===== config.mk =====
export PLATFORM = sky130hd
export DESIGN_NAME = cdq_ram
export DESIGN_NICKNAME = d
export VERILOG_FILES = /design/src/rtl/corridor_signed_distance_query_macros.svh /design/src/rtl/cdq_ram.sv
export SDC_FILE = /design/constraint.sdc
export NUM_CORES = 1
export LEC_CHECK = 0
export ABC_CLOCK_PERIOD_IN_PS = 2430
export BUFFER_PORTS_ARGS = -buffer_cell sky130_fd_sc_hd__buf_2
export CORE_MARGIN = 2
export CORE_UTILIZATION = 53
export DETAILED_ROUTE_END_ITERATION = 16
export GPL_TIMING_DRIVEN = 0
export HOLD_SLACK_MARGIN = 0.06
export PLACE_DENSITY = 0.68
export REMOVE_ABC_BUFFERS = 1
export SYNTH_ARGS = -nofsm -noshare
export SYNTH_HDL_FRONTEND = slang
export SYNTH_SLANG_ARGS = --single-unit
export TNS_END_PERCENT = 100

===== constraint.sdc =====
create_clock -name clk -period 2.43 [get_ports clk]
set_input_delay 0.486 -clock clk [delete_from_list [all_inputs] [get_ports clk]]
set_output_delay 0.486 -clock clk [all_outputs]
set_load 0.01 [all_outputs]

===== src/rtl/corridor_signed_distance_query_macros.svh =====
// Assertion macros shared by the corridor distance query RTL.
// Expects signals named clk and rst_n in the including module's scope.
`ifndef CORRIDOR_SIGNED_DISTANCE_QUERY_MACROS_SVH
`define CORRIDOR_SIGNED_DISTANCE_QUERY_MACROS_SVH

// same-cycle implication
`define CDQ_ASSERT_IMP(lbl, ante, cons, msg) \
  lbl: assert property (@(posedge clk) disable iff (!rst_n) (ante) |-> (cons)) \
    else $error(msg);

// next-cycle implication
`define CDQ_ASSERT_NXT(lbl, ante, cons, msg) \
  lbl: assert property (@(posedge clk) disable iff (!rst_n) (ante) |=> (cons)) \
    else $error(msg);

`endif


===== src/rtl/cdq_ram.sv =====
// Generic single-port-write, single-port-read RAM with registered read data.
// No dependencies.
module cdq_ram #(
  parameter int unsigned WIDTH  = 8,
  parameter int unsigned DEPTH  = 16,
  parameter int unsigned ADDR_W = (DEPTH > 1) ? $clog2(DEPTH) : 1
) (
  input  logic              clk,
  input  logic              we,
  input  logic [ADDR_W-1:0] waddr,
  input  logic [WIDTH-1:0]  wdata,
  input  logic              re,
  input  logic [ADDR_W-1:0] raddr,
  output logic [WIDTH-1:0]  rdata
);

  logic [WIDTH-1:0] mem [DEPTH];

  always_ff @(posedge clk) begin
    if (we) begin
      mem[waddr] <= wdata;
    end
    if (re) begin
      rdata <= mem[raddr];
    end
  end

endmodule


==> results.md, run 1 <==
* Detailed router's first-iteration violation count at 237
* Final-report setup violation count at 0
* Mean Syn Cell Area at 22.8 um2
* Fin. max-slew vios at 0
* Flops & latches, synth at between 100 and 150
* Sequential Power Share at 0.510
* Critical-path maximum fanout at 32
* Int Power at about 4.2 mW
* Core Footprint at slightly below 0.01 mm2
* Post-CTS Hold Buffers at 0
* CP max-delay cell: buf_2
* CP startpoint kind: primary input
* Ports at 27
* Drt wl/cell at roughly 22 um
* Synth Instances at 229
* Largest net degree at the start of global routing at 33
* Drt total wl at 9070 um
* Actual slew at the worst max-slew pin at 1310 ps
* Hold Path Class: primary input to flip-flop
* CP Capture Type: flip-flop
* Vias/cell at 5.76
* CTS tree: yes
* Yosys warns at 0
* Yosys top cell by area: edfxtp_1
* # diodes at 0
* DR vias at 2,367
* Leading cell type in the layout, fill and taps excluded: edfxtp_1
* Psw at 1.04 mW
* Share of cells above drive strength 1 at 0.277
* Crit-path cells: buf_2 -> mux4_1 -> a22oi_1 -> nand2_1
* First-pass GRT wire length at 13,500 um
* LEAKAGE at 1.98 nW
* Clk pwr share at 0.446
* Cell Area, Synth at 0.00523 mm2
* RSZ-0062 raised after global routing: false
* Final Net Count at 284
* Post-CTS Setup Inserts at 0
* Crit path DAT at 2370 ps
* Multi-input logic area at 0.00107 mm2
* DIE WIDTH at 103 um
* I/O Buffers at 26
* Post-route ant nets at 0
* Initial antenna violation count at 0
* Starting Density at 0.540
* Clock H-tree levels at 4
* CTS buffer count at 17
* Vias in the first global route at 2,367
* Worst VDD drop at 0.522 mV
* CP required at 2660 ps
* Final Critical Period at 2140 ps
* Pwr dens at 867 mW/mm2
* Clk Latency, worst-skew pair at 500 ps
* Row Count at 36
* Clk buf depth at 2
* Clk_skew at 3.74 ps
* Net switching fraction of the power at 0.199
* Most frequent cells in the layout: 136 x edfxtp_1, 26 x buf_2, 18 x mux4_2
* Post-synth cell types at 18
* Hold Vio Cnt, Final at 0
* DRC at 0
* Reg clk slew, reported paths at approximately 60 ps
* Tcrit/Tclk final at 0.880
* Register area share after synthesis at 0.781
* DP Wirelength at 5620 um
* Storage cell area at around 0.0041 mm2
* Final Power at about 5.2 mW
* Fill cells at roughly 670
* Layout Utilization at 0.620
* Top area cells in the synthesized netlist: edfxtp_1 78%, mux4_2 7.8%, mux4_1 7.0%
* Status: finished, final reports clean
* Worst path max stage delay at about 760 ps
* Maxcap violations at 0
* Gr ovfl total at 0
* P&R area growth vs syn at 14.9%
* Die Area at 0.0107 mm2
* FMAX at 0.468 GHz
* Root buf cell: clkbuf_8
* CP Class: primary input to flip-flop
* Logic pwr share at 0.044
* Total global routing track utilization at 0.189
* Die height at 103 um
* PostCTS Resize Cnt at 0
* Iteration count of the initial detailed-routing pass at 4
* Area share of the largest cell type after synthesis at 0.781
* Worst slew margin at 0.123
* Clock sink total at 136
* Placer Congestion at 0.706
[power by group through the flow]
stage | Sequential (mW) | Combinational (mW) | Clock (mW)
floorplan | 2.71 | 0.105 | 0
global placement | 2.70 | 0.225 | 0
finish | 2.66 | 0.230 | 2.32
global route | 2.66 | 0.253 | 2.46
CTS | 2.66 | 0.234 | 2.37
detailed placement | 2.70 | 0.233 | 0
[layer usage]
metal	part of all wire	vias to the layer above	GRT usage	wire, um
met5	0	-	0	0
met4	0.013	0	0.0729	119
met3	0.059	8	0.0511	536
met2	0.50	87	0.289	4510
met1	0.43	1216	0.263	3900
li1	-	1056	-	-
[registers in the layout, summed over array words and instances, names as in the netlist]
| register | flops |
|---|---|
| rdata | 8 |
| mem | 128 |
[area by class of cell]
type | count | share of cell area
clock buffers | 17 | 0.0690
clock inverters | 15 | 0.0227
multi-input cells | 83 | 0.178
flip-flops and latches | 136 | 0.680
well taps | 133 | 0.0277
repair buffers | 27 | 0.0229
[synth_stat cells]
cell	n
clkdlybuf4s25_2	3
buf_4	1
nor2_1	13
nor3_1	4
nor2b_1	1
and2b_1	1
a22oi_1	16
or3b_2	1
nand2_1	9
and2_1	1
mux4_2	18
nand2b_1	2
mux4_1	14
nand3_1	1
edfxtp_1	136
nand3b_1	2
buf_6	3
buf_2	3
[stage by stage]
step | hold slack (ps) | cell area [um2] | setup WS (ps) | std cells | setup TNS, ps
after detailed placement | 755 | 5440 | -293 | 378 | -3230
after CTS | 291 | 5990 | 247 | 410 | 0
after global placement | 745 | 5440 | -267 | 378 | -3040
after floorplan | 585 | 5140 | 451 | 219 | 0
final | 319 | 6010 | 291 | 411 | 0
after global routing | 308 | 6010 | 180 | 411 | 0
[worst paths after layout]
path | to | cells after the start | start | slack [ps]
setup reg to reg | rdata[0] | 3 | mem[1][0] | 860
setup / recovery | rdata[0] | 4 | raddr[0] | 290
hold / removal | rdata[5] | 1 | re | 320
hold reg to reg | rdata[6] | 3 | mem[13][6] | 770
[worst max-delay path, delay by kind of cell]
kind	cells	cell delay, ps
and+or+nand+nor	1	150
buffers and inverters	1	760
muxes	1	660
AOI/OAI and AO/OA	1	290
[logic make-up (layout without fill, tap and decap cells)]
logic type,Yosys count,after routing,share of synthesized area
flops,136,136,0.781
buf+inv,10,59,0.0165
compound gates,16,16,0.0230
simple gates,35,35,0.0314
mux,32,32,0.148
No activity file was read; power rests on OpenSTA's default activity.
==> run 2, diff against run 1 <==
--- a/config.mk
+++ b/config.mk
@@ -5,14 +5,13 @@
 export SDC_FILE = /design/constraint.sdc
 export NUM_CORES = 1
 export LEC_CHECK = 0
-export ABC_CLOCK_PERIOD_IN_PS = 2430
-export BUFFER_PORTS_ARGS = -buffer_cell sky130_fd_sc_hd__buf_2
 export CORE_MARGIN = 2
 export CORE_UTILIZATION = 53
 export DETAILED_ROUTE_END_ITERATION = 16
+export DONT_BUFFER_PORTS = 1
 export GPL_TIMING_DRIVEN = 0
 export HOLD_SLACK_MARGIN = 0.06
-export PLACE_DENSITY = 0.68
+export PLACE_DENSITY = 0.65
 export REMOVE_ABC_BUFFERS = 1
 export SYNTH_ARGS = -nofsm -noshare
 export SYNTH_HDL_FRONTEND = slang
==> run 2 against run 1 <==
Compared with the run above:
- count of clock-buffer cells in the layout up 1
- register-to-register slack about the same
- worst setup slack gained 540 ps
- combinational power fell by 22%
- sequential share of layout area up 0.14 points
- sequential power about the same
- global-route usage up 1.5 points
- utilization fell by 0.13 points
- critical path type unchanged
==> results.md, run 2 (synthesis results as in run 1) <==
* Status: finished, final reports clean
* Worst slew margin at 0.382
* Root buf cell: clkbuf_8
* DRC at 0
* Final Critical Period at 1600 ps
* Worst path max stage delay at 710 ps
* Reg2Reg Depth at 3
* Die height at between 100 and 150 um
* Crit-path cells: or3b_2 -> nor2_1
* Maxcap violations at 0
* Post-CTS Setup Inserts at 0
* PostCTS Resize Cnt at 0
* CTS tree: yes
* Vias in the first global route at ~2,400
* Detailed router's first-iteration violation count at 191
* Leading cell type in the layout, fill and taps excluded: edfxtp_1
* Crit path depth at 2
* Tcrit/Tclk final at 0.658
* Crit path buffers/inverters at 0
* CTS buffer count at 17
* Max FFs per register at between 100 and 150
* Drt wl/cell at between 20 and 25 um
* Total global routing track utilization at 0.204
* DIE WIDTH at 103 um
* Post-CTS Hold Buffers at 9
* Final Net Count at 266
* Actual slew at the worst max-slew pin at slightly above 900 ps
* CP max-delay cell: nor2_1
* Largest regs: mem: 128 flops, rdata: 8 flops
* CP Class: primary input to flip-flop
* Hold Path Class: primary input to flip-flop
* Worst setup path endpoint: mem[1][4]
* Fin. max-slew vios at 0
* Worst r2r src: mem[1][3]
* Pwr dens at just under 900 mW/mm2
* Vias/cell at 5.83
* # diodes at 0
* Share of cells above drive strength 1 at 0.200
* Initial antenna violation count at 0
* Reg2reg end: rdata[3]
* Gr ovfl total at 0
* Final-report setup violation count at 0
* DP Wirelength at 5660 um
* Critical-path maximum fanout at 8
* Largest net degree at the start of global routing at 33
* Hold Vio Cnt, Final at 0
* RSZ-0062 raised after global routing: false
* Core Footprint at 0.00968 mm2
* Starting Density at 0.540
* Drt total wl at 9520 um
* Reg clk slew, reported paths at 60 ps
* Die Area at about 0.011 mm2
* R2R Setup Slk at between 800 and 900 ps
* Most frequent cells in the layout: 136 x edfxtp_1, 18 x mux4_2, 16 x a22oi_1, 16 x clkbuf_16, 14 x mux4_1
* Worst VDD drop at 0.459 mV
* Placer Congestion at around 0.7
* P&R area growth vs syn at 14.6%
* Post-route ant nets at 0
* Ports at 27
* Row Count at 36
* Iteration count of the initial detailed-routing pass at 4
* FMAX at 0.626 GHz
* CP required at 2560 ps
* CP startpoint kind: primary input
* Crit path DAT at 1730 ps
* LEAKAGE at 1.92 nW
* CP Capture Type: flip-flop
* Top reg by flops: mem
* CP delay by family, top: simple AND/OR/NAND/NOR gates
* Clock sink total at 136
* Clk_skew at between 7 and 8 ps
* Fill cells at 657
* Clk Latency, worst-skew pair at just over 500 ps
* I/O Buffers at 0
* Clk buf depth at 2
* First-pass GRT wire length at 14,500 um
* Setup tns final at 0 ps
* Clock H-tree levels at 4
* CP startpoint: waddr[2]
* DR vias at 2,292
* Layout Utilization at 0.619
==> run 2: worst min path at each step <==
stage             start         end  slack [ps]  cells after the start
3_5_place_dp   wdata[5]   mem[8][5]         590                      0
6_report       waddr[0]  mem[12][3]         260                      1
4_1_cts        waddr[0]  mem[12][3]         240                      1
5_1_grt        waddr[0]  mem[12][3]         240                      1
2_1_floorplan  wdata[0]   mem[0][0]         580                      0
3_3_place_gp   wdata[2]   mem[0][2]         590                      0
==> run 2: power breakdown <==
part	internal, mW	switching (mW)	total (mW)	leakage (nW)
clock network	1.55	0.911	2.46	0.275
registers	2.65	0.0184	2.66	1.24
logic	0.0838	0.0960	0.180	0.412
==> run 2: per-layer routing <==
layer / track usage / part of all wire / vias up
met5: 0 / 0 / -
met4: 0.0678 / 0.0050 / 0
met3: 0.0618 / 0.073 / 4
met2: 0.305 / 0.50 / 89
met1: 0.292 / 0.43 / 1178
li1: - / - / 1021
==> run 2: area by class of cell <==
cell class,count,area [um2],share of cell area
Timing Repair Buffer,9,90.1,0.0150
Clock buffer,18,418,0.0697
Sequential cell,136,4080,0.681
Tap cell,133,166,0.0278
Multi-Input combinational cell,83,1080,0.180
Clock inverter,14,158,0.0263
==> run 2: per-stage QoR <==
step                setup WS (ps)  instance area [um2]  total power [mW]  cells  hold WS (ps)
floorplan                     451                 5140              2.81    219           585
global placement             -130                 5310              2.85    352           586
detailed placement            197                 5320              2.85    352           585
CTS                           751                 5990              5.35    393           241
global route                  773                 5990              5.48    393           243
finish                        831                 5990              5.30    393           265
