$ cat src/rtl/corridor_signed_distance_query_macros.svh
// Assertion macros shared by the corridor distance query RTL.
// Expects signals named clk and rst_n in the including module's scope.
`ifndef CORRIDOR_SIGNED_DISTANCE_QUERY_MACROS_SVH
`define CORRIDOR_SIGNED_DISTANCE_QUERY_MACROS_SVH

// same-cycle implication
`define CDQ_ASSERT_IMP(lbl, ante, cons, msg) \
  lbl: assert property (@(posedge clk) disable iff (!rst_n) (ante) |-> (cons)) \
    else $error(msg);

// next-cycle implication
`define CDQ_ASSERT_NXT(lbl, ante, cons, msg) \
  lbl: assert property (@(posedge clk) disable iff (!rst_n) (ante) |=> (cons)) \
    else $error(msg);

`endif

$ cat src/rtl/cdq_pkg.sv
// Package for the corridor distance query: item types, codes, datapath widths.
// No dependencies.
package cdq_pkg;

  localparam int unsigned MAX_SEGMENTS = 64;

  localparam logic [1:0] REQ_CLEAR  = 2'd0;
  localparam logic [1:0] REQ_APPEND = 2'd1;
  localparam logic [1:0] REQ_QUERY  = 2'd2;

  localparam logic [1:0] ST_ANSWERED = 2'd0;
  localparam logic [1:0] ST_EMPTY    = 2'd1;
  localparam logic [1:0] ST_WRITTEN  = 2'd2;
  localparam logic [1:0] ST_FULL     = 2'd3;

  localparam logic [15:0] UNIT_Q14 = 16'd16384;

  // operand / accumulator widths of the multiply-accumulate path
  localparam int unsigned OP_W  = 34;
  localparam int unsigned ACC_W = 68;

  // square root: radicand and root widths
  localparam int unsigned SQ_RAD_W  = 96;
  localparam int unsigned SQ_ROOT_W = 48;

  // divider: dividend, divisor and quotient widths
  localparam int unsigned DV_NUM_W = 82;
  localparam int unsigned DV_DEN_W = 48;
  localparam int unsigned DV_Q_W   = 36;

  typedef struct packed {
    logic [1:0]         req_type;
    logic signed [31:0] start_x;
    logic signed [31:0] start_y;
    logic signed [31:0] end_x;
    logic signed [31:0] end_y;
    logic [31:0]        win_start;
    logic [31:0]        win_end;
    logic [30:0]        left_half_width;
    logic [30:0]        right_half_width;
    logic signed [31:0] pos_x;
    logic signed [31:0] pos_y;
    logic [31:0]        t_rel;
  } cdq_in_t;

  typedef struct packed {
    logic [1:0]         status;
    logic signed [31:0] clearance;
    logic signed [15:0] grad_x;
    logic signed [15:0] grad_y;
  } cdq_out_t;

  // one table entry
  typedef struct packed {
    logic signed [31:0] sx;
    logic signed [31:0] sy;
    logic signed [31:0] ex;
    logic signed [31:0] ey;
    logic [31:0]        win_s;
    logic [31:0]        win_e;
    logic [30:0]        lw;
    logic [30:0]        rw;
  } cdq_seg_t;

endpackage

$ cat src/rtl/cdq_div.sv
// Iterative restoring divider, one quotient bit per cycle.
// Dividend must be below divisor times 2^DV_Q_W. Depends on cdq_pkg.
module cdq_div (
  input  logic                          clk,
  input  logic                          rst_n,
  input  logic                          start,
  input  logic [cdq_pkg::DV_NUM_W-1:0]  num,
  input  logic [cdq_pkg::DV_DEN_W-1:0]  den,
  output logic                          done,
  output logic [cdq_pkg::DV_Q_W-1:0]    q
);

  localparam int unsigned NW    = cdq_pkg::DV_NUM_W;
  localparam int unsigned DNW   = cdq_pkg::DV_DEN_W;
  localparam int unsigned QW    = cdq_pkg::DV_Q_W;
  localparam int unsigned CNT_W = $clog2(QW);

  logic [DNW-1:0]   rem_r;
  logic [DNW-1:0]   den_r;
  logic [QW-1:0]    low_r;
  logic [QW-1:0]    q_r;
  logic [CNT_W-1:0] cnt_r;
  logic             busy_r;
  logic             done_r;
  logic [DNW:0]     r2;
  logic [DNW:0]     diff;
  logic             ge;

  assign r2   = {rem_r, low_r[QW-1]};
  assign ge   = r2 >= {1'b0, den_r};
  assign diff = r2 - {1'b0, den_r};

  always_ff @(posedge clk) begin
    if (start) begin
      rem_r <= DNW'(num[NW-1:QW]);
      low_r <= num[QW-1:0];
      den_r <= den;
      q_r   <= '0;
      cnt_r <= '0;
    end else if (busy_r) begin
      rem_r <= ge ? diff[DNW-1:0] : r2[DNW-1:0];
      low_r <= low_r << 1;
      q_r   <= {q_r[QW-2:0], ge};
      cnt_r <= cnt_r + 1'b1;
    end
    if (!rst_n) begin
      busy_r <= 1'b0;
      done_r <= 1'b0;
    end else begin
      done_r <= busy_r && (cnt_r == CNT_W'(QW - 1));
      if (start) begin
        busy_r <= 1'b1;
      end else if (busy_r && (cnt_r == CNT_W'(QW - 1))) begin
        busy_r <= 1'b0;
      end
    end
  end

  assign done = done_r;
  assign q    = q_r;

endmodule

$ cat config.mk
export PLATFORM = sky130hd
export DESIGN_NAME = cdq_div
export DESIGN_NICKNAME = d
export VERILOG_FILES = /design/src/rtl/corridor_signed_distance_query_macros.svh /design/src/rtl/cdq_pkg.sv /design/src/rtl/cdq_div.sv
export SDC_FILE = /design/constraint.sdc
export NUM_CORES = 1
export LEC_CHECK = 0
export BUFFER_PORTS_ARGS = -buffer_cell sky130_fd_sc_hd__buf_2
export CAP_MARGIN = 40
export CELL_PAD_IN_SITES_DETAIL_PLACEMENT = 0
export CELL_PAD_IN_SITES_GLOBAL_PLACEMENT = 1
export CORE_ASPECT_RATIO = 1.25
export CORE_MARGIN = 2
export CORE_UTILIZATION = 48
export CTS_CLUSTER_DIAMETER = 30
export DETAILED_ROUTE_END_ITERATION = 10
export PLACE_DENSITY_LB_ADDON = 0.1
export SYNTH_ARGS = -nofsm -noshare
export SYNTH_HDL_FRONTEND = slang
export SYNTH_SLANG_ARGS = --single-unit
$ cat constraint.sdc
create_clock -name clk -period 7 [get_ports clk]
set_clock_uncertainty 0.15 [all_clocks]
set_input_delay 0.35 -clock clk [delete_from_list [all_inputs] [get_ports clk]]
set_output_delay 0.35 -clock clk [all_outputs]
set_load 0.005 [all_outputs]
==> impl_metrics.toml, run 1 <==
[synthesis]
synthSimpleGateAreaFrac = 0.129
synth_xor_area_frac = 0.0412
synth_cell_type_count = 63
synth_seq_cells = 176
synth-edff-count = 130
ys_seq_area_frac = 0.483
yosys.area_share.adder = 0.0634
synth-async-reset-ratio = 0
synth_fp_nets = 1141
synth_area_per_cell_um2 = 10.4
synth_cells = 958
ys_dominant_reg_cell = "edfxtp_1"
synth_area_um2 = 9980
synth_top_family_by_area = "simple AND/OR/NAND/NOR gates"
synth_compound_area_frac = 0.128
yosys_warnings = 0
synthMuxAreaShare = 0.110

[worst_setup_path]
rr_endpoint = "rem_r[0]$_DFFE_PP_"
cp.required_ns = 7.04
path_cells = "ha_1 -> a21oi_1 -> o21ai_1 -> a31o_2 -> nor3_2 -> a2111oi_4 -> nor2_1 -> a21o_1 -> buf_4 -> mux2i_1 -> mux2_2"
cp.arrival_ns = 4.01
rr_worst_depth = 11
cp_max_fo = 19
crit_type = "reg -> reg"
max_stage_delay_ns = 0.48
reg2reg_slack_ns = 3.02
r2r-start = "rem_r[13]$_DFFE_PP_"
end_kind = "flip-flop"
worstSetupEndpoint = "rem_r[0]$_DFFE_PP_"
worst_path_max_delay_cell = "nor3_2"
crit_start = "rem_r[13]$_DFFE_PP_"
startpoint_type = "flip-flop"

[sta]
tns_ns = 0
fmax_ghz = 0.252
hold_viol_final = 0
hold_ws_ns = 0.0416
fin_crit_sh = 0.568
rsz0062_at_grt = "false"
finalWorstSetupSlack_ns = 3.02
slew_viol_final = 0
finalSetupViolations = 0
relSlewSlack = 0.513
min_period_ns = 3.98
worstMarginPinSlew_ns = 0.730

[floorplan]
fp-row-count = 59
die_h_um = 165
die_area_um2 = 22000
ios = 170
die_x_um = 133
start_util = 0.485
core_um2 = 20600

[drt]
first_pass_iters = 6
wl_per_cell_um = 16.0
vias_per_cell = 5.39
dr_total_vias = 7752
drt_wl_total_um = 23000
drc = 0
drt.antenna.violating_nets = 0
drtIter0Drc = 404

[clocking]
cts_tree = "built"
cts.clk_slew.worst_paths_ns = 0.08
cts_root_buf = "clkbuf_16"
cts_sinks = 176
clk_latency_ns = 0.44
ctsHtreeMaxLevel = 4
cts_buffers = 17
cts_resized = 0
clock_path_buffers = 2
post_cts_buffers = 0

[placement]
pre_cts_ws_ns = 3.01
gp_congestion = 0.871
port_buffers = 169
dp_hpwl_um = 16200

[hold_path]
min_path_type = "in -> reg"

[cells_and_area]
final_util = 0.589
final_cell_mix = "buf_2, edfxtp_1, nand2_1"
regArea_um2 = 4830
layout.nets = 1334
layout_commonest_cell = "buf_2"
multi_input_area_um2 = 4710
synthToLayoutAreaGrowth_pct = 21.5
fill_cells = 1818
drive_gt1_frac = 0.220

[global_routing]
grt_pass1_vias = 7552
grt_max_degree = 130
grtUsageTotal = 0.213
grt_pass1_wl_um = 37200
gr-total-overflow = 0
antenna_found_initial = 3

[power_and_ir_drop]
vdd_drop_max_v = 0.000187
p_total_uw = 3420
leakagePower_uw = 0.00515
p_per_area_nw_per_um2 = 282

[job]
max-cap-violations = 0

[outcome]
outcome = "finished, final reports clean"
## cell usage after synthesis, types with 3 or more instances
| master | count | share of area |
|---|---|---|
| a211o_1 | 3 | 0.0026 |
| a211oi_1 | 4 | 0.0030 |
| a21o_1 | 19 | 0.014 |
| a21oi_1 | 58 | 0.029 |
| a31oi_1 | 9 | 0.0056 |
| and2_1 | 4 | 0.0025 |
| and3_1 | 5 | 0.0031 |
| buf_1 | 7 | 0.0026 |
| buf_2 | 6 | 0.0030 |
| buf_4 | 4 | 0.0030 |
| clkbuf_1 | 32 | 0.012 |
| dfxtp_1 | 46 | 0.092 |
| edfxtp_1 | 130 | 0.39 |
| ha_1 | 49 | 0.061 |
| inv_1 | 58 | 0.022 |
| mux2_2 | 37 | 0.042 |
| mux2i_1 | 68 | 0.068 |
| nand2_1 | 87 | 0.033 |
| nand2b_1 | 9 | 0.0056 |
| nand3_1 | 13 | 0.0065 |
| nand3b_1 | 11 | 0.0083 |
| nand4_1 | 17 | 0.011 |
| nor2_1 | 78 | 0.029 |
| nor2b_1 | 6 | 0.0038 |
| nor3_1 | 17 | 0.0085 |
| nor4_1 | 4 | 0.0025 |
| o211ai_1 | 7 | 0.0053 |
| o21a_1 | 5 | 0.0038 |
| o21ai_0 | 26 | 0.013 |
| o21ai_1 | 31 | 0.016 |
| o21bai_1 | 6 | 0.0045 |
| o221ai_1 | 4 | 0.0035 |
| o311ai_1 | 6 | 0.0053 |
| o31ai_1 | 3 | 0.0023 |
| or2_2 | 3 | 0.0019 |
| or3_1 | 7 | 0.0044 |
| xnor2_1 | 25 | 0.022 |
| xor2_1 | 22 | 0.019 |
## sequential cells by signal (all words and copies together) (netlist names)
register / cells
den_r: 48
rem_r: 48
low_r: 36
q: 36
cnt_r: 6
busy_r: 1
done: 1
## worst min path at each step
stage / depth (start not counted) / slack, ns / end / startpoint
global route: 2 / 0.03 / low_r[0]$_SDFFCE_PN0P_ / num[0]
finish: 2 / 0.04 / low_r[0]$_SDFFCE_PN0P_ / num[0]
global placement: 2 / 0.32 / cnt_r[5]$_SDFFE_PP0P_ / cnt_r[5]$_SDFFE_PP0P_
floorplan: 0 / 0.30 / den_r[0]$_DFFE_PP_ / den[0]
CTS: 2 / 0.03 / low_r[0]$_SDFFCE_PN0P_ / num[0]
detailed placement: 2 / 0.34 / q[35]$_SDFFE_PP0P_ / q[35]$_SDFFE_PP0P_
## timing repair
| action | CTS | global route |
|---|---|---|
| endpoints found under the hold margin | 50 | 0 |
| setup endpoints to repair | 0 | 0 |
| hold buffers | 49 | 0 |
## power by group
| group | internal, uW | switching, uW |
|---|---|---|
| clock network | 481 | 470 |
| logic | 486 | 675 |
| registers | 1260 | 49.2 |
| total | 2220 | 1190 |
## worst max-delay path: cells and delay by family (launching register included)
| family | cells | cell delay (ns) |
|---|---|---|
| AO/OA/AOI/OAI | 5 | 1.25 |
| adder cells (fa/ha/maj) | 1 | 0.41 |
| buffers and inverters | 1 | 0.36 |
| flip-flops | 1 | 0.40 |
| multiplexers | 2 | 0.39 |
| AND/OR/NAND/NOR | 2 | 0.74 |
## logic make-up after synthesis
| kind of cell | Yosys count |
|---|---|
| buf+inv | 109 |
| simple gates | 270 |
| compound gates | 201 |
| flops | 176 |
| mux | 105 |
| fa+ha+maj | 50 |
| xor+xnor | 47 |
## stage by stage
step | cell area, um2 | std cells
2_1_floorplan | 9980 | 958
3_3_place_gp | 11000 | 1355
3_5_place_dp | 11000 | 1356
4_1_cts | 12100 | 1437
5_1_grt | 12100 | 1439
6_report | 12100 | 1439
## layout make-up
cell class | instances | share of cell area
Sequential cell | 176 | 0.398
Multi-Input combinational cell | 673 | 0.389
Timing Repair Buffer | 225 | 0.118
Antenna cell | 1 | 0.000206
Clock inverter | 14 | 0.0136
Inverter | 58 | 0.0179
Clock buffer | 18 | 0.0354
Tap cell | 274 | 0.0283
## routing by layer
layer / wire [um] / share of wire / GRT usage / vias to the layer above
li1: - / - / - / 3860
met1: 10300 / 0.45 / 0.272 / 3666
met2: 11100 / 0.48 / 0.361 / 189
met3: 1080 / 0.047 / 0.0473 / 33
met4: 432 / 0.019 / 0.0689 / 4
met5: 27 / 0.0012 / 0 / -
(Power assumes the default switching activity.)
==> run 2: changes to the inputs <==
ABC_AREA = 1   (was unset)
CORE_UTILIZATION = 42   (was 48)
clock period = 4.2 ns   (was 7 ns; I/O delays follow)
==> run 2 against run 1 <==
Against the previous run: sequential power is 66% higher; non-clock buffer count grew 83; routed wire length increased by 35%; critical path depth rose by 2; utilization shrank 3.7 points; setup slack got worse by 2.0 ns; via count increased by 28%; hold slack better by 0.11 ns; count of clock-buffer cells in the layout is the same; synthesized cell count grew 53%.
==> impl_metrics.toml, run 2 <==
[outcome]
outcome = "finished, final reports clean"

[drt]
vias_per_cell = 4.71
wl_per_cell_um = 14.7
drtIter0Drc = 500
drt.antenna.violating_nets = 0
drc = 0
dr_total_vias = 9927
first_pass_iters = 5
drt_wl_total_um = 31000

[sta]
rsz0062_at_grt = "false"
fin_crit_sh = 0.756
relSlewSlack = 0.489
hold_ws_ns = 0.153
slew_viol_final = 0
hold_viol_final = 0
worstMarginPinSlew_ns = 0.766
finalSetupViolations = 0
min_period_ns = 3.18
fmax_ghz = 0.315
tns_ns = 0
finalWorstSetupSlack_ns = 1.02

[cells_and_area]
drive_gt1_frac = 0.131
layout.nets = 1942
final_util = 0.552
synthToLayoutAreaGrowth_pct = 28.9
final_cell_mix = "nand2_1, inv_1, buf_2"
top_regs = "den_r (48), rem_r (48)"
layout_commonest_cell = "nand2_1"
diodes = 0

[floorplan]
ios = 170
fp-row-count = 65
die_h_um = 184
die_x_um = 148
start_util = 0.428
core_um2 = 25400
die_area_um2 = 27200

[worst_setup_path]
crit_type = "reg -> reg"
cp_max_fo = 64
rr_worst_depth = 13
end_kind = "flip-flop"
cp.required_ns = 4.25
cp.arrival_ns = 3.22
startpoint_type = "flip-flop"

[synthesis]
synth-async-reset-ratio = 0
synth_area_um2 = 10900
ys_dominant_reg_cell = "edfxtp_1"
synth-edff-count = 130
synth_fp_nets = 1650
synth_seq_cells = 176
ys_seq_area_frac = 0.444
synth_top_area_share = 0.359
synth_area_leader_cell = "edfxtp_1"
yosys_warnings = 0
synth_area_per_cell_um2 = 7.41
synth_cells = 1467
synth_common_cells = "nand2_1, inv_1, edfxtp_1, nor2_1, nand3_1"
synth_area_leaders = "edfxtp_1, nand2_1, inv_1"
synth_cell_type_count = 41
synth.most_common_cell = "nand2_1"

[clocking]
cts.clk_slew.worst_paths_ns = 0.07
clock_path_buffers = 2
cts_resized = 0
cts_tree = "built"
cts_root_buf = "clkbuf_16"
clk_latency_ns = 0.45
ctsHtreeMaxLevel = 4
cts_buffers = 17
postCtsHoldBufs = 131
cts_sinks = 176
post_cts_buffers = 0

[power_and_ir_drop]
vdd_drop_max_v = 0.000281
leakagePower_uw = 0.00688
p_per_area_nw_per_um2 = 438

[hold_path]
min_path_cells = 2
min_path_type = "in -> reg"

[global_routing]
grt_pass1_wl_um = 49800
grtUsageTotal = 0.233
grt_max_degree = 75
grt_pass1_vias = 9975
antenna_found_initial = 0
gr-total-overflow = 0

[placement]
gp_congestion = 0.900
pre_cts_ws_ns = 0.989
port_buffers = 169
dp_hpwl_um = 23300

[job]
max-cap-violations = 0
run 2: per-stage QoR:
stage	std cells	cell area, um2	total power [uW]
after detailed placement	1944	12100	4420
after global routing	2107	14000	6570
after global placement	1942	12000	4400
after floorplan	1467	10900	3830
after CTS	2107	14000	6170
final	2107	14000	6130
run 2: worst paths after layout:
path	startpoint	endpoint	slack, ns
min	start	rem_r[47]$_SDFFE_PP0P_	0.15
min reg2reg	q[35]$_SDFFE_PP0P_	q[35]$_SDFFE_PP0P_	0.31
max reg2reg	rem_r[38]$_DFFE_PP_	rem_r[43]$_DFFE_PP_	1.02
max	rem_r[38]$_DFFE_PP_	rem_r[43]$_DFFE_PP_	1.02
run 2: power by group:
part / switching, uW / leakage [uW] / internal (uW)
Combinational: 1450 / 0.00490 / 848
Clock: 814 / 0.000299 / 838
Sequential: 82.3 / 0.00168 / 2100
Total: 2340 / 0.00688 / 3780
run 2: cell families after synthesis:
group / count (synthesis) / share of synthesized area
XOR/XNOR: 26 / 0.0210
adder cells (fa/ha/maj): 50 / 0.0583
buffers and inverters: 295 / 0.106
flip-flops: 176 / 0.444
AO/OA/AOI/OAI: 183 / 0.0944
AND/OR/NAND/NOR: 737 / 0.276
run 2: critical path: stages (launching register included):
cell      delay [ns]
edfxtp_1        0.41
ha_1            0.39
nand2_1         0.15
inv_2           0.05
a21oi_1         0.22
nand2_1         0.11
nand2_1         0.07
nand3_1         0.09
nor2_2          0.19
nand2_4         0.40
buf_12          0.34
or2_1           0.21
nand3_1         0.08
nand2_1         0.06
run 2: area by class of cell:
class | instances | area, um2
flip-flops and latches | 176 | 4820
fillers | 2548 | 11400
multi-input cells | 996 | 4880
clock inverters | 14 | 163
clock buffers | 18 | 450
well taps | 335 | 419
repair buffers | 308 | 2280
inverters | 260 | 978
run 2: metal layers:
metal  track usage  routed length, um  vias to the layer above
met2         0.407              15100                      183
met3        0.0342                991                       26
met4        0.0602                497                        0
met1         0.302              14500                     4483
met5             0                  0                        -
li1              -                  -                     5235
==> run 3: changes to the inputs <==
ABC_AREA = 0   (was 1)
CORE_UTILIZATION = 44   (was 42)
clock period = 3.1 ns   (was 4.2 ns; I/O delays follow)
==> run 3 against run 2 <==
Against the previous run: largest cell class unchanged; clock power is 27% higher; combinational power is 64% higher; routed wire length is 14% lower; critical path type unchanged; the flow now finishes with violations (negative setup slack); setup slack worse by 1.2 ns; register-to-register slack worse by 1.2 ns; count of clock-buffer cells in the layout is 4 higher.
==> impl_metrics.toml, run 3 (same netlist as run 1, synthesis figures left out) <==
[power_and_ir_drop]
leakagePower_uw = 0.00617
swShare = 0.337
p_per_area_nw_per_um2 = 612
vdd_drop_max_v = 0.000429
p_switching_uw = 2980
p_comb_frac = 0.427
internal-power_uw = 5880
seqPwrFrac = 0.336
clkPwrFrac = 0.237

[sta]
min_period_ns = 3.28
hold_viol_final = 0
worstMarginPinSlew_ns = 0.733
slew_viol_final = 0
rsz0062_at_grt = "true"
relSlewSlack = 0.511
finalSetupViolations = 44
fin_crit_sh = 1.06
fmax_ghz = 0.305
finalWorstSetupSlack_ns = -0.183
hold_ws_ns = 0.156

[worst_setup_path]
end_kind = "flip-flop"
startpoint_type = "flip-flop"
cp.arrival_ns = 3.31
cp.required_ns = 3.13
cp_max_fo = 5
crit_type = "reg -> reg"

[clocking]
clk_latency_ns = 0.44
cts_buffers = 17
ctsHtreeMaxLevel = 4
cts_root_buf = "clkbuf_16"
cts.clk_slew.worst_paths_ns = 0.07
cts_tree = "built"
cts_sinks = 176
clock_path_buffers = 2

[placement]
dp_hpwl_um = 17800
port_buffers = 169
gp_congestion = 0.919

[floorplan]
ios = 170
start_util = 0.448
die_area_um2 = 23900
die_h_um = 172
core_um2 = 22300
die_x_um = 139
fp-row-count = 61

[cells_and_area]
diodes = 0
fill_cells = 1841
final_util = 0.649
regArea_um2 = 4830
layout_commonest_cell = "buf_2"
multi_input_area_um2 = 5220
synthToLayoutAreaGrowth_pct = 45.0
drive_gt1_frac = 0.326
layout.nets = 1541
top_regs = "den_r (48), rem_r (48)"
final_cell_mix = "buf_2, dlygate4sd3_1, edfxtp_1"

[global_routing]
grtUsageTotal = 0.222
grt_pass1_wl_um = 42600
grt_max_degree = 94
gr-total-overflow = 0
grt_pass1_vias = 8726
antenna_found_initial = 0

[drt]
vias_per_cell = 5.13
wl_per_cell_um = 16.0
first_pass_iters = 5
drt.antenna.violating_nets = 0
drtIter0Drc = 387
drc = 0
dr_total_vias = 8493
drt_wl_total_um = 26500

[hold_path]
min_path_type = "in -> reg"

[outcome]
violations = "negative setup slack"
outcome = "finished, violations left"

[job]
max-cap-violations = 0
## run 3: layout make-up
| class | instances | area share |
|---|---|---|
| timing repair buffer | 432 | 0.228 |
| multi-input combinational | 673 | 0.361 |
| clock inverter | 10 | 0.00527 |
| tap | 283 | 0.0245 |
| clock buffer | 22 | 0.0336 |
| sequential | 176 | 0.333 |
| inverter | 58 | 0.0150 |
## run 3: power by group through the flow
stage,logic [uW],clock network (uW),registers [uW]
finish,3780,2100,2980
global route,4130,2230,3000
CTS,3630,2140,2970
detailed placement,3090,0,3000
global placement,3080,0,2990
floorplan,1980,0,2960
## run 3: repair_timing
action	in CTS	in global routing
resized for setup	63	40
pin swaps	30	18
hold endpoints to repair	132	0
hold buffers	131	0
endpoints found under the setup margin	48	49
buffers inserted	10	8
gates cloned	3	1
## run 3: worst paths after layout
kind	startpoint	to	slack (ns)	cells after the start
setup / recovery	rem_r[10]$_DFFE_PP_	rem_r[5]$_DFFE_PP_	-0.18	12
hold / removal	start	q[31]$_SDFFE_PP0P_	0.16	2
setup reg to reg	rem_r[10]$_DFFE_PP_	rem_r[5]$_DFFE_PP_	-0.18	12
hold reg to reg	cnt_r[5]$_SDFFE_PP0P_	cnt_r[5]$_SDFFE_PP0P_	0.34	2
## run 3: layer usage
layer  routed length, um  up-vias  part of all wire  GRT usage
met5                   0        -                 0          0
met4                 479        0             0.018     0.0632
met2               13400      166              0.50      0.406
met3                1030       30             0.039     0.0393
li1                    -     4282                 -          -
met1               11600     4015              0.44      0.271
## run 3: critical path, cell delays in order, from the launching register on
cell and delay [ns]:
edfxtp_1 0.45, ha_4 0.32, nand3_4 0.07, or4_4 0.57
a21oi_4 0.15, nor3_4 0.07, a2111oi_4 0.32, nor2_2 0.12
a21oi_4 0.18, buf_12 0.17, buf_12 0.15, mux2i_4 0.24
o21ai_1 0.07
## run 3: metrics by stage
stage | setup slack [ns] | setup TNS, ns | total power (uW) | instance area (um2) | cells
2_1_floorplan | -0.0639 | -0.585 | 4940 | 9990 | 958
3_3_place_gp | -0.219 | -5.28 | 6070 | 11900 | 1475
3_5_place_dp | -0.279 | -8.20 | 6080 | 11900 | 1475
4_1_cts | -0.194 | -5.96 | 8740 | 14200 | 1650
5_1_grt | -0.287 | -9.04 | 9360 | 14500 | 1654
6_report | -0.183 | -4.14 | 8860 | 14500 | 1654
