### src/rtl/corridor_signed_distance_query_macros.svh
// Assertion macros shared by the corridor distance query RTL.
// Expects signals named clk and rst_n in the including module's scope.
`ifndef CORRIDOR_SIGNED_DISTANCE_QUERY_MACROS_SVH
`define CORRIDOR_SIGNED_DISTANCE_QUERY_MACROS_SVH

// same-cycle implication
`define CDQ_ASSERT_IMP(lbl, ante, cons, msg) \
  lbl: assert property (@(posedge clk) disable iff (!rst_n) (ante) |-> (cons)) \
    else $error(msg);

// next-cycle implication
`define CDQ_ASSERT_NXT(lbl, ante, cons, msg) \
  lbl: assert property (@(posedge clk) disable iff (!rst_n) (ante) |=> (cons)) \
    else $error(msg);

`endif

### src/rtl/cdq_pkg.sv
// Package for the corridor distance query: item types, codes, datapath widths.
// No dependencies.
package cdq_pkg;

  localparam int unsigned MAX_SEGMENTS = 64;

  localparam logic [1:0] REQ_CLEAR  = 2'd0;
  localparam logic [1:0] REQ_APPEND = 2'd1;
  localparam logic [1:0] REQ_QUERY  = 2'd2;

  localparam logic [1:0] ST_ANSWERED = 2'd0;
  localparam logic [1:0] ST_EMPTY    = 2'd1;
  localparam logic [1:0] ST_WRITTEN  = 2'd2;
  localparam logic [1:0] ST_FULL     = 2'd3;

  localparam logic [15:0] UNIT_Q14 = 16'd16384;

  // operand / accumulator widths of the multiply-accumulate path
  localparam int unsigned OP_W  = 34;
  localparam int unsigned ACC_W = 68;

  // square root: radicand and root widths
  localparam int unsigned SQ_RAD_W  = 96;
  localparam int unsigned SQ_ROOT_W = 48;

  // divider: dividend, divisor and quotient widths
  localparam int unsigned DV_NUM_W = 82;
  localparam int unsigned DV_DEN_W = 48;
  localparam int unsigned DV_Q_W   = 36;

  typedef struct packed {
    logic [1:0]         req_type;
    logic signed [31:0] start_x;
    logic signed [31:0] start_y;
    logic signed [31:0] end_x;
    logic signed [31:0] end_y;
    logic [31:0]        win_start;
    logic [31:0]        win_end;
    logic [30:0]        left_half_width;
    logic [30:0]        right_half_width;
    logic signed [31:0] pos_x;
    logic signed [31:0] pos_y;
    logic [31:0]        t_rel;
  } cdq_in_t;

  typedef struct packed {
    logic [1:0]         status;
    logic signed [31:0] clearance;
    logic signed [15:0] grad_x;
    logic signed [15:0] grad_y;
  } cdq_out_t;

  // one table entry
  typedef struct packed {
    logic signed [31:0] sx;
    logic signed [31:0] sy;
    logic signed [31:0] ex;
    logic signed [31:0] ey;
    logic [31:0]        win_s;
    logic [31:0]        win_e;
    logic [30:0]        lw;
    logic [30:0]        rw;
  } cdq_seg_t;

endpackage

### src/rtl/cdq_isqrt.sv
// Iterative integer square root, one root bit per cycle.
// Depends on cdq_pkg for widths.
module cdq_isqrt (
  input  logic                           clk,
  input  logic                           rst_n,
  input  logic                           start,
  input  logic [cdq_pkg::SQ_RAD_W-1:0]   rad,
  output logic                           done,
  output logic [cdq_pkg::SQ_ROOT_W-1:0]  root
);

  localparam int unsigned RW    = cdq_pkg::SQ_ROOT_W;
  localparam int unsigned DW    = cdq_pkg::SQ_RAD_W;
  localparam int unsigned CNT_W = $clog2(RW);

  logic [DW-1:0]    rad_r;
  logic [RW+1:0]    rem_r;
  logic [RW-1:0]    root_r;
  logic [CNT_W-1:0] cnt_r;
  logic             busy_r;
  logic             done_r;
  logic [RW+3:0]    rem2;
  logic [RW+3:0]    trial;
  logic [RW+3:0]    diff;
  logic             ge;

  assign rem2  = {rem_r, rad_r[DW-1 -: 2]};
  assign trial = {2'b00, root_r, 2'b01};
  assign ge    = rem2 >= trial;
  assign diff  = rem2 - trial;

  always_ff @(posedge clk) begin
    if (start) begin
      rad_r  <= rad;
      rem_r  <= '0;
      root_r <= '0;
      cnt_r  <= '0;
    end else if (busy_r) begin
      rad_r  <= rad_r << 2;
      rem_r  <= ge ? diff[RW+1:0] : rem2[RW+1:0];
      root_r <= {root_r[RW-2:0], ge};
      cnt_r  <= cnt_r + 1'b1;
    end
    if (!rst_n) begin
      busy_r <= 1'b0;
      done_r <= 1'b0;
    end else begin
      done_r <= busy_r && (cnt_r == CNT_W'(RW - 1));
      if (start) begin
        busy_r <= 1'b1;
      end else if (busy_r && (cnt_r == CNT_W'(RW - 1))) begin
        busy_r <= 1'b0;
      end
    end
  end

  assign done = done_r;
  assign root = root_r;

endmodule

### config.mk
export PLATFORM = sky130hd
export DESIGN_NAME = cdq_isqrt
export DESIGN_NICKNAME = d
export VERILOG_FILES = /design/src/rtl/corridor_signed_distance_query_macros.svh /design/src/rtl/cdq_pkg.sv /design/src/rtl/cdq_isqrt.sv
export SDC_FILE = /design/constraint.sdc
export NUM_CORES = 1
export LEC_CHECK = 0
export BUFFER_PORTS_ARGS = -buffer_cell sky130_fd_sc_hd__buf_4
export CORE_MARGIN = 2
export CORE_UTILIZATION = 28
export DETAILED_ROUTE_END_ITERATION = 8
export GPL_TIMING_DRIVEN = 0
export SYNTH_ARGS = -nofsm -noshare
export SYNTH_HDL_FRONTEND = slang
export SYNTH_SLANG_ARGS = --single-unit
### constraint.sdc
create_clock -name clk -period 6.5 [get_ports clk]
set_input_delay 1.3 -clock clk [delete_from_list [all_inputs] [get_ports clk]]
set_output_delay 1.3 -clock clk [all_outputs]
set_load 0.1 [all_outputs]
==> results of run 1 <==
==> flip-flops by register name, summed over array words and instances (netlist names) <==
signal,cells
rad_r,96
rem_r,50
root,48
cnt_r,6
busy_r,1
done,1
==> layer usage <==
metal / share of wire, % / vias up
li1: - / 4647
met1: 44 / 4503
met2: 45 / 289
met3: 9.2 / 45
met4: 2.1 / 0
met5: 0 / -
==> critical path, cell delays in order, from the launching register on <==
cell and delay, ns:
dfxtp_1 0.43, inv_1 0.07, ha_1 0.35, nor2b_1 0.17, o21a_1 0.21, o21ai_0 0.45
a21oi_1 0.21, nor3_2 0.34, o211ai_2 0.28, nand2_2 0.17, buf_6 0.19, buf_6 0.20
nand2_1 0.07, a311oi_1 0.27
==> layout make-up <==
cell class,count,area [µm²],share of cell area (%)
clock buffer,29,651,4.58
sequential,202,5000,35.3
buffer,67,303,2.13
timing repair buffer,147,1120,7.92
clock inverter,16,204,1.44
multi-input combinational,848,5980,42.2
tap,532,666,4.69
inverter,68,258,1.82
==> worst max-delay path by stage <==
stage,start,to,depth (start not counted)
2_1_floorplan,start,rad_r[0]$_SDFFCE_PN0P_,4
3_3_place_gp,start,rad_r[24]$_DFFE_PP_,4
3_5_place_dp,start,rad_r[56]$_DFFE_PP_,5
4_1_cts,root[0]$_SDFFE_PP0P_,rem_r[27]$_SDFFE_PP0P_,13
5_1_grt,root[13]$_SDFFE_PP0P_,rem_r[42]$_SDFFE_PP0P_,12
6_report,root[0]$_SDFFE_PP0P_,rem_r[27]$_SDFFE_PP0P_,13
==> logic make-up after synthesis <==
family | count (synthesis) | share of synthesized area [%]
flops | 202 | 43.3
mux | 149 | 14.0
xor+xnor | 39 | 2.96
fa+ha+maj | 51 | 5.53
buf+inv | 135 | 4.83
simple gates | 353 | 14.1
compound gates | 256 | 15.2
==> power groups by stage <==
stage	sequential, mW	clock, mW	combinational [mW]
6_report	1.62	1.46	3.37
3_3_place_gp	1.65	0	3.31
2_1_floorplan	1.63	0	2.49
3_5_place_dp	1.65	0	3.32
5_1_grt	1.64	1.55	3.69
4_1_cts	1.62	1.50	3.34
==> stage by stage <==
step	instance area (µm²)	setup WS, ns
detailed placement	13300	2.78
CTS	14200	3.00
global route	14200	2.79
global placement	13300	0.814
finish	14200	2.99
floorplan	11500	2.29
==> cell usage after synthesis (13+ instances only) <==
master    count  share of area [%]
a21o_1       27                1.8
a21oi_1      66                2.9
a311oi_1     33                2.5
clkbuf_1     37                1.2
dfxtp_1     106                 18
edfxtp_1     96                 25
ha_1         51                5.5
inv_1        68                2.2
mux2_2       97                9.5
mux2i_1      52                4.5
nand2_1     120                3.9
nand3_1      25                1.1
nor2_1      122                4.0
nor3_1       14               0.61
o21ai_0      45                2.0
xnor2_1      26                2.0
xor2_1       13               0.99
==> summary.md, run 1 <==
| Metric | Value |
|---|---|
| Outcome | `complete, no violations` |
| Net Sw Power | `2.73 mW` |
| Antenna-violating nets left | `0` |
| Gr busiest metal | `met2` |
| Switching share of total power | `42.3%` |
| Starting Density | `28.3%` |
| Port Buf Inserts | `146` |
| Grt met2 use | `24.3%` |
| Max Cap Viol | `0` |
| Final #Nets | `1509` |
| Worst Path Required | `6.95 ns` |
| Clk network pwr share | `22.6%` |
| Hold Startpoint | `rem_r[15]$_SDFFE_PP0P_` |
| Clk buf depth | `3` |
| Tot Pwr | `6.45 mW` |
| Final Critical Period | `3.51 ns` |
| FP Rows | `74` |
| RR Startpoint | `root[0]$_SDFFE_PP0P_` |
| Most frequent cells in the layout | `buf_4, nor2_1, nand2_1` |
| Die X-Extent | `207 µm` |
| Htree depth | `1` |
| CTS Buf Count | `25` |
| Setup crit end kind | `register` |
| Commonest non-fill, non-tap cell in the layout | `buf_4` |
| Flop2flop setup slack | `2.99 ns` |
| Internal | `3.72 mW` |
| Setup violators final | `0` |
| CTS Hold Bufs | `0` |
| Vias in the first global route | `9622` |
| GR Util met3 | `5.49%` |
| Highest clock rate | `0.285 GHz` |
| #FFs+latches synth | `202` |
| Register share of total power | `25.2%` |
| Total number of vias | `9484` |
| Top_reg_cell synth | `dfxtp_1` |
| Reg2reg end | `rem_r[27]$_SDFFE_PP0P_` |
| Later-pin clock latency in the skew report | `0.55 ns` |
| Post-Route WL | `32700 µm` |
| Total track usage | `14.9%` |
| Slew Viols, Final | `0` |
| DRC violations left | `0` |
| Clk_skew | `0.0126 ns` |
| Syn_nets | `1335` |
| Setup Buffers After CTS | `0` |
| Combinational power share | `52.2%` |
| Synth Instances | `1185` |
| Wire length per cell | `17.1 µm` |
| Die H | `207 µm` |
| DRT Pass-1 Iters | `6` |
| Non-filler instance count after layout | `1909` |
| Met1 Use GR | `18.7%` |
| Seq/Total Area, Yosys | `43.3%` |
| Hold WS | `0.494 ns` |
| DPL Wire Length | `24800 µm` |
| Global route overflow | `0` |
| Async S/R FF share, synth | `0%` |
| Leakage power total | `5.70 nW` |
| EDFF count, synth | `96` |
| CTS resizes | `0` |
| Dpl cells | `1864` |
| CTS clk-pin slew, worst paths | `0.07 ns` |
| Clk sinks | `202` |
| TNS Setup | `0 ns` |
| HP Class | `register to register` |
| GPL Wtd Cong | `0.904` |
| First-pass GRT wire length | `52100 µm` |
| Layout cells sized above 1 | `24.0%` |
| CTS tree | `yes` |
| VDD IR max | `0.304 mV` |
| Diode count | `0` |
| Vias/cell | `4.97` |
| Total die area | `42900 µm²` |
| Root Driver | `clkbuf_16` |
| Core box area | `40700 µm²` |
| Area Overhead vs Synth | `22.9%` |
| Reg2reg path depth | `13` |
| Initial antenna violation count | `0` |
| Kind of critical path | `register to register` |
| Mapped Avg Cell Area | `9.74 µm²` |
| Syn. warnings | `0` |
| Pwr Density | `454 nW/µm²` |
| WP data arrival | `3.96 ns` |
| Setup crit start kind | `register` |
| Pin count of the biggest net entering global routing | `50` |
| Crit path max fanout | `10` |
| Fill count | `4245` |
| Max transition margin | `38.0%` |
| Worst-margin pin slew | `0.930 ns` |
| RSZ-0062 raised after global routing | `no` |
| 1st-iter DRT viols | `573` |
| Hold EP | `rem_r[17]$_SDFFE_PP0P_` |
| Final core utilization | `34.8%` |
| IO Count | `148` |
| Fin crit share | `54.0%` |
| Hold Vio Cnt, Final | `0` |
| Mapped cell area | `11500 µm²` |
| Synth unique cells | `67` |
| Hold Path Stages | `2` |
Power figures use the tool's default switching activity.
==> inputs of run 2 (changes only) <==
==> constraint.sdc (replaced) <==
create_clock -name clk -period 3.58 [get_ports clk]
set_input_delay 0.716 -clock clk [delete_from_list [all_inputs] [get_ports clk]]
set_output_delay 0.716 -clock clk [all_outputs]
set_load 0.1 [all_outputs]
==> run 2 against run 1 <==
Compared with the run above:
- sequential power up 82%
- largest power group unchanged
- total power up 81%
- global-route usage about the same
==> summary.md, run 2 (synthesis results as in run 1) <==
| Metric | Value |
|---|---|
| Largest reg by FF count | `rad_r (unchanged)` |
| Total track usage | `14.8% (was 14.9%)` |
| DPL Wire Length | `24700 µm (was 24800 µm)` |
| First-pass GRT wire length | `51700 µm (was 52100 µm)` |
| Starting Density | `28.3% (unchanged)` |
| Fin crit share | `93.5% (was 54.0%)` |
| Switching share of total power | `42.9% (was 42.3%)` |
| Worst Path Required | `4.06 ns (was 6.95 ns)` |
| Net Sw Power | `5.02 mW (was 2.73 mW)` |
| Wire length per cell | `17.1 µm (about the same)` |
| Core box area | `40700 µm² (unchanged)` |
| VDD IR max | `0.490 mV (was 0.304 mV)` |
| Initial antenna violation count | `1 (was 0)` |
| HP Class | `primary input to register (was register to register)` |
| Combinational power share | `52.7% (was 52.2%)` |
| Max Cap Viol | `0 (unchanged)` |
| Highest clock rate | `0.299 GHz (was 0.285 GHz)` |
| Internal | `6.68 mW (was 3.72 mW)` |
| Later-pin clock latency in the skew report | `0.56 ns (was 0.55 ns)` |
| Final #Nets | `1510 (was 1509)` |
| Htree depth | `1 (unchanged)` |
| Tot Pwr | `11.7 mW (was 6.45 mW)` |
| Port Buf Inserts | `146 (unchanged)` |
| Outcome | `complete, no violations (unchanged)` |
| Antenna-violating nets left | `0 (unchanged)` |
| Register share of total power | `25.2% (about the same)` |
| Critical path's slowest cell | `nor3_2 (was o21ai_0)` |
| Layout cells sized above 1 | `24.3% (was 24.0%)` |
| Die H | `207 µm (unchanged)` |
| DRC violations left | `0 (unchanged)` |
| Total number of vias | `9401 (was 9484)` |
| Cells along the critical path | `inv_1 -> ha_1 -> buf_2 -> nand3_1 -> nor3_2 -> nand2_1 -> a21oi_1 -> nor3_2 -> o211a_4 -> nor3_2 -> nand3b_1 -> a21oi_1 (was inv_1 -> ha_1 -> nor2b_1 -> o21a_1 -> o21ai_0 -> a21oi_1 -> nor3_2 -> o211ai_2 -> nand2_2 -> buf_6 -> buf_6 -> nand2_1 -> a311oi_1)` |
| CTS resizes | `0 (unchanged)` |
| Post-Route WL | `32700 µm (about the same)` |
| Max stage delay on crit path | `0.58 ns (was 0.45 ns)` |
| IO Count | `148 (unchanged)` |
| Clk network pwr share | `22.1% (was 22.6%)` |
| Setup Buffers After CTS | `0 (unchanged)` |
| CTS tree | `yes (unchanged)` |
| Setup crit start kind | `register (unchanged)` |
| Slew Viols, Final | `0 (unchanged)` |
| Total die area | `42900 µm² (unchanged)` |
| Global route overflow | `0 (unchanged)` |
| Final Critical Period | `3.35 ns (was 3.51 ns)` |
| Max transition margin | `38.9% (was 38.0%)` |
| Kind of critical path | `register to register (unchanged)` |
| Crit path max fanout | `8 (was 10)` |
| Most frequent cells in the layout | `buf_4, nor2_1, nand2_1 (unchanged)` |
| CTS Hold Bufs | `0 (unchanged)` |
| Vias/cell | `4.92 (was 4.97)` |
| Pin count of the biggest net entering global routing | `45 (was 50)` |
| CTS clk-pin slew, worst paths | `0.06 ns (was 0.07 ns)` |
| FP Rows | `74 (unchanged)` |
| Pwr Density | `823 nW/µm² (was 454 nW/µm²)` |
| Die X-Extent | `207 µm (unchanged)` |
| Hold Vio Cnt, Final | `0 (unchanged)` |
| Leakage power total | `5.69 nW (was 5.70 nW)` |
| Commonest non-fill, non-tap cell in the layout | `buf_4 (unchanged)` |
| Root Driver | `clkbuf_16 (unchanged)` |
| RSZ-0062 raised after global routing | `no (unchanged)` |
| Clk sinks | `202 (unchanged)` |
| Clk buf depth | `3 (unchanged)` |
| CTS Buf Count | `25 (unchanged)` |
| Clk_skew | `0.0169 ns (was 0.0126 ns)` |
| Setup violators final | `0 (unchanged)` |
| Area Overhead vs Synth | `23.0% (was 22.9%)` |
| WP data arrival | `3.83 ns (was 3.96 ns)` |
| Final core utilization | `34.9% (was 34.8%)` |
| Number of flip-flops in the largest register | `96 (unchanged)` |
| GPL Wtd Cong | `0.884 (was 0.904)` |
| Vias in the first global route | `9332 (was 9622)` |
| Worst-margin pin slew | `0.916 ns (was 0.930 ns)` |
| Hold Path Stages | `3 (was 2)` |
| Setup crit end kind | `register (unchanged)` |
| Reg2reg path depth | `12 (was 13)` |
| Diode count | `0 (unchanged)` |
| CP dominant cell by count | `nor3_2 (was buf_6)` |
| DRT Pass-1 Iters | `5 (was 6)` |
| 1st-iter DRT viols | `566 (was 573)` |
run 2: changes by cell type in the layout (fill, tap and decap cells not counted), sizes merged:
cell      change
bufinv        -2
clkinv        -2
clkbuf        +4
inv           -1
buf           +1
clkinvlp      +2
run 2: final cells by class:
cell class	instances	area [µm²]
Multi-Input combinational cell	848	6000
Sequential cell	202	5000
Inverter	68	259
Clock buffer	33	686
Fill cell	4199	26500
Timing Repair Buffer	148	1140
Tap cell	532	666
Buffer	67	303
Clock inverter	13	146
run 2: stage by stage:
step	hold slack, ns	setup TNS (ns)	instance area (µm²)	worst slack [ns]	std cells
5_1_grt	0.425	0	14200	0.0205	1911
2_1_floorplan	0.454	0	11500	0.191	1185
3_5_place_dp	0.485	0	13400	0.0230	1865
6_report	0.416	0	14200	0.232	1911
3_3_place_gp	0.474	-99.99	13300	-1.05	1863
4_1_cts	0.389	0	14200	0.0125	1911
run 2: path summary, 6_finish.rpt:
path | start | endpoint | slack (ns)
max | root[13]$_SDFFE_PP0P_ | rem_r[25]$_SDFFE_PP0P_ | 0.23
min reg2reg | rem_r[0]$_SDFFE_PP0P_ | rem_r[0]$_SDFFE_PP0P_ | 0.49
max reg2reg | root[13]$_SDFFE_PP0P_ | rem_r[25]$_SDFFE_PP0P_ | 0.23
min | rst_n | busy_r$_SDFFE_PN0P_ | 0.42
run 2: power groups by stage:
stage / clock [mW] / sequential, mW / combinational (mW)
after floorplan: 0 / 2.95 / 4.52
after global placement: 0 / 3.00 / 6.02
after detailed placement: 0 / 2.99 / 6.04
after CTS: 2.66 / 2.95 / 6.08
after global routing: 2.73 / 2.99 / 6.78
final: 2.58 / 2.95 / 6.17
run 2: layer usage:
layer / track usage [%] / routed length, µm / part of all wire (%)
met5: 0 / 0 / 0
met4: 3.77 / 781 / 2.4
met3: 5.17 / 2820 / 8.6
met2: 23.7 / 14400 / 44
met1: 19.1 / 14700 / 45
run 2: worst max-delay path: cells and delay by family (launching register included):
family / cells / cell delay (ns)
buf+inv: 2 / 0.24
flops: 1 / 0.44
fa+ha+maj: 1 / 0.27
compound gates: 3 / 0.74
simple gates: 6 / 1.55
==> inputs of run 3 (changes only) <==
--- a/config.mk
+++ b/config.mk
@@ -5,6 +5,7 @@
 export SDC_FILE = /design/constraint.sdc
 export NUM_CORES = 1
 export LEC_CHECK = 0
+export ABC_AREA = 1
 export BUFFER_PORTS_ARGS = -buffer_cell sky130_fd_sc_hd__buf_4
 export CORE_MARGIN = 2
 export CORE_UTILIZATION = 28
==> run 3 against run 2 <==
Compared with the run above:
- final area up 9.1%
- die area is 11% higher
- synthesized cell count increased by 64%
- hold slack got worse by 0.0093 ns
- non-clock buffer count down 7
- via count increased by 31%
==> summary.md, run 3 <==
| Metric | Value |
|---|---|
| CTS Buf Count | `24 (was 25)` |
| Worst-margin pin slew | `0.922 ns (was 0.916 ns)` |
| CTS clk-pin slew, worst paths | `0.06 ns (about the same)` |
| Max transition margin | `38.5% (was 38.9%)` |
| Final Critical Period | `2.94 ns (was 3.35 ns)` |
| Root Driver | `clkbuf_16 (unchanged)` |
| Total die area | `47600 µm² (was 42900 µm²)` |
| Fill count | `4996 (was 4199)` |
| WP data arrival | `3.44 ns (was 3.83 ns)` |
| Synth unique cells | `34 (was 67)` |
| Total number of vias | `12300 (was 9401)` |
| CTS resizes | `0 (unchanged)` |
| Port Buf Inserts | `146 (unchanged)` |
| Vias in the first global route | `12100 (was 9332)` |
| Setup crit start kind | `register (unchanged)` |
| Cells along the critical path | `inv_1 -> ha_1 -> nand2_1 -> inv_1 -> a21oi_1 -> nand2_1 -> nand2_1 -> nand3_1 -> nand2_1 -> nand3_2 -> nor2_4 -> buf_2 -> nand2_1 -> nand3_1 -> nand2_1 -> inv_1 (was inv_1 -> ha_1 -> buf_2 -> nand3_1 -> nor3_2 -> nand2_1 -> a21oi_1 -> nor3_2 -> o211a_4 -> nor3_2 -> nand3b_1 -> a21oi_1)` |
| Clk sinks | `202 (unchanged)` |
| Largest reg by FF count | `rad_r (unchanged)` |
| Mapped cell area | `12800 µm² (was 11500 µm²)` |
| Area Overhead vs Synth | `20.7% (was 23.0%)` |
| Global route overflow | `0 (unchanged)` |
| Most common cell in the netlist | `nand2_1 (was nor2_1)` |
| Starting Density | `28.4% (was 28.3%)` |
| Crit path max fanout | `10 (was 8)` |
| Wire length per cell | `15.0 µm (was 17.1 µm)` |
| Max Cap Viol | `0 (unchanged)` |
| DRT Pass-1 Iters | `6 (was 5)` |
| DRC violations left | `0 (unchanged)` |
| Dpl ws | `0.454 ns (was 0.0230 ns)` |
| Clk_skew | `0.0129 ns (was 0.0169 ns)` |
| First-pass GRT wire length | `64700 µm (was 51700 µm)` |
| Htree depth | `1 (unchanged)` |
| CTS tree | `yes (unchanged)` |
| Later-pin clock latency in the skew report | `0.56 ns (about the same)` |
| Number of cells on the critical path | `16 (was 12)` |
| DPL Wire Length | `33000 µm (was 24700 µm)` |
| Commonest non-fill, non-tap cell in the layout | `nand2_1 (was buf_4)` |
| Final #Nets | `2270 (was 1510)` |
| CTS Hold Bufs | `0 (unchanged)` |
| Syn. warnings | `0 (unchanged)` |
| Kind of critical path | `register to register (unchanged)` |
| Die X-Extent | `218 µm (was 207 µm)` |
| Min setup slack post-route | `0.639 ns (was 0.232 ns)` |
| Highest clock rate | `0.340 GHz (was 0.299 GHz)` |
| Hold Vio Cnt, Final | `0 (unchanged)` |
| Yosys top cell area share | `25.0% (about the same)` |
| Core box area | `45300 µm² (was 40700 µm²)` |
| Setup violators final | `0 (unchanged)` |
| Final core utilization | `34.2% (was 34.9%)` |
| Post-DP Area | `14700 µm² (was 13400 µm²)` |
| Seq/Total Area, Yosys | `39.0% (was 43.3%)` |
| Top_reg_cell synth | `dfxtp_1 (unchanged)` |
| Most frequent cells in the layout | `nand2_1, inv_1, buf_4 (was buf_4, nor2_1, nand2_1)` |
| Setup Buffers After CTS | `0 (unchanged)` |
| Worst Path Required | `4.08 ns (was 4.06 ns)` |
| Slew Viols, Final | `0 (unchanged)` |
| Crit-path leading delay family | `simple AND/OR/NAND/NOR gates (unchanged)` |
| Post-route cell area | `15500 µm² (was 14200 µm²)` |
| Reg2reg path depth | `16 (was 12)` |
| 1st-iter DRT viols | `786 (was 566)` |
| HP Class | `primary input to register (unchanged)` |
| Max stage delay on crit path | `0.35 ns (was 0.58 ns)` |
| Layout cells sized above 1 | `11.1% (was 24.3%)` |
| Die H | `218 µm (was 207 µm)` |
| Hold WS | `0.406 ns (was 0.416 ns)` |
| Total track usage | `17.2% (was 14.8%)` |
| Antenna-violating nets left | `0 (unchanged)` |
| Syn_nets | `2097 (was 1335)` |
| Synth Instances | `1947 (was 1185)` |
| IO Count | `148 (unchanged)` |
| Mapped Avg Cell Area | `6.59 µm² (was 9.74 µm²)` |
| Post-Route WL | `41200 µm (was 32700 µm)` |
| Vias/cell | `4.51 (was 4.92)` |
| GPL Wtd Cong | `0.936 (was 0.884)` |
| Hold Path Stages | `3 (unchanged)` |
| Outcome | `complete, no violations (unchanged)` |
| Synth area leader | `nand2_1 (was edfxtp_1)` |
| CP dominant cell by count | `nand2_1 (was nor3_2)` |
| EDFF count, synth | `96 (unchanged)` |
| Initial antenna violation count | `1 (unchanged)` |
| Synth area leaders | `nand2_1, edfxtp_1, dfxtp_1 (was edfxtp_1, dfxtp_1, mux2_2)` |
| FP Rows | `78 (was 74)` |
| Number of flip-flops in the largest register | `96 (unchanged)` |
| Async S/R FF share, synth | `0% (unchanged)` |
| CP Buf/Inv Count | `4 (was 2)` |
| Setup crit end kind | `register (unchanged)` |
| Most instantiated cells after synthesis | `nand2_1, inv_1, nand3_1 (was nor2_1, nand2_1, dfxtp_1)` |
| RSZ-0062 raised after global routing | `no (unchanged)` |
| Pin count of the biggest net entering global routing | `62 (was 45)` |
| #FFs+latches synth | `202 (unchanged)` |
| Fin crit share | `82.1% (was 93.5%)` |
| Critical path's slowest cell | `ha_1 (was nor3_2)` |
| Clk buf depth | `3 (unchanged)` |
-- run 3: cell count changes after synthesis, moves of 25 or more --
cell | previous run | this run
a311oi_1 | 33 | 0
mux2_2 | 97 | 0
o22ai_1 | 3 | 47
nand3_1 | 25 | 118
a21oi_1 | 66 | 37
nand2_1 | 120 | 854
xnor2_1 | 26 | 1
nand4_1 | 12 | 38
inv_1 | 68 | 332
o21ai_0 | 45 | 6
mux2i_1 | 52 | 0
a21o_1 | 27 | 1
-- run 3: worst min-delay path, stage by stage --
cell	delay, ns
buf_4	0.09
o211ai_1	0.08
inv_1	0.05
-- run 3: kinds of logic after synthesis --
logic type                 share of synthesized area [%]
DFF                                                 39.0
xor gates and xnor gates                            1.43
AOI/OAI and AO/OA                                   4.67
and+or+nand+nor                                     37.7
buffers and inverters                               12.3
adders and majority gates                           4.97
-- run 3: cell type report --
class	count	area, µm²	share of cell area [%]
multi-input combinational	1343	6260	40.4
buffer	61	297	1.91
clock buffer	32	641	4.14
tap	600	751	4.85
sequential	202	5000	32.3
timing repair buffer	147	1120	7.25
clock inverter	11	131	0.848
inverter	341	1280	8.26
antenna	1	2.50	0.0162
-- run 3: path summary, 6_finish.rpt --
kind,start,end,slack (ns)
setup / recovery,root[9]$_SDFFE_PP0P_,rem_r[28]$_SDFFE_PP0P_,0.64
hold / removal,rst_n,busy_r$_SDFFE_PN0P_,0.41
setup reg to reg,root[9]$_SDFFE_PP0P_,rem_r[28]$_SDFFE_PP0P_,0.64
hold reg to reg,cnt_r[5]$_SDFFE_PP0P_,done$_SDFF_PN0_,0.50
-- run 3: per-layer routing --
metal	track usage, %	vias up	wire length, µm
li1	-	6364	-
met4	4.29	2	1050
met2	28.4	357	18500
met1	22.8	5561	18600
met5	0	-	13
met3	3.79	60	3010
-- run 3: stage by stage --
stage          cells  TNS (ns)
2_1_floorplan   1947         0
5_1_grt         2737         0
4_1_cts         2737         0
3_5_place_dp    2694         0
6_report        2738         0
3_3_place_gp    2693    -56.92
Power of run 3 is left out: the tool's default activity adds up to more than one toggle a clock period on the data nets, which glitch-free logic cannot reach.
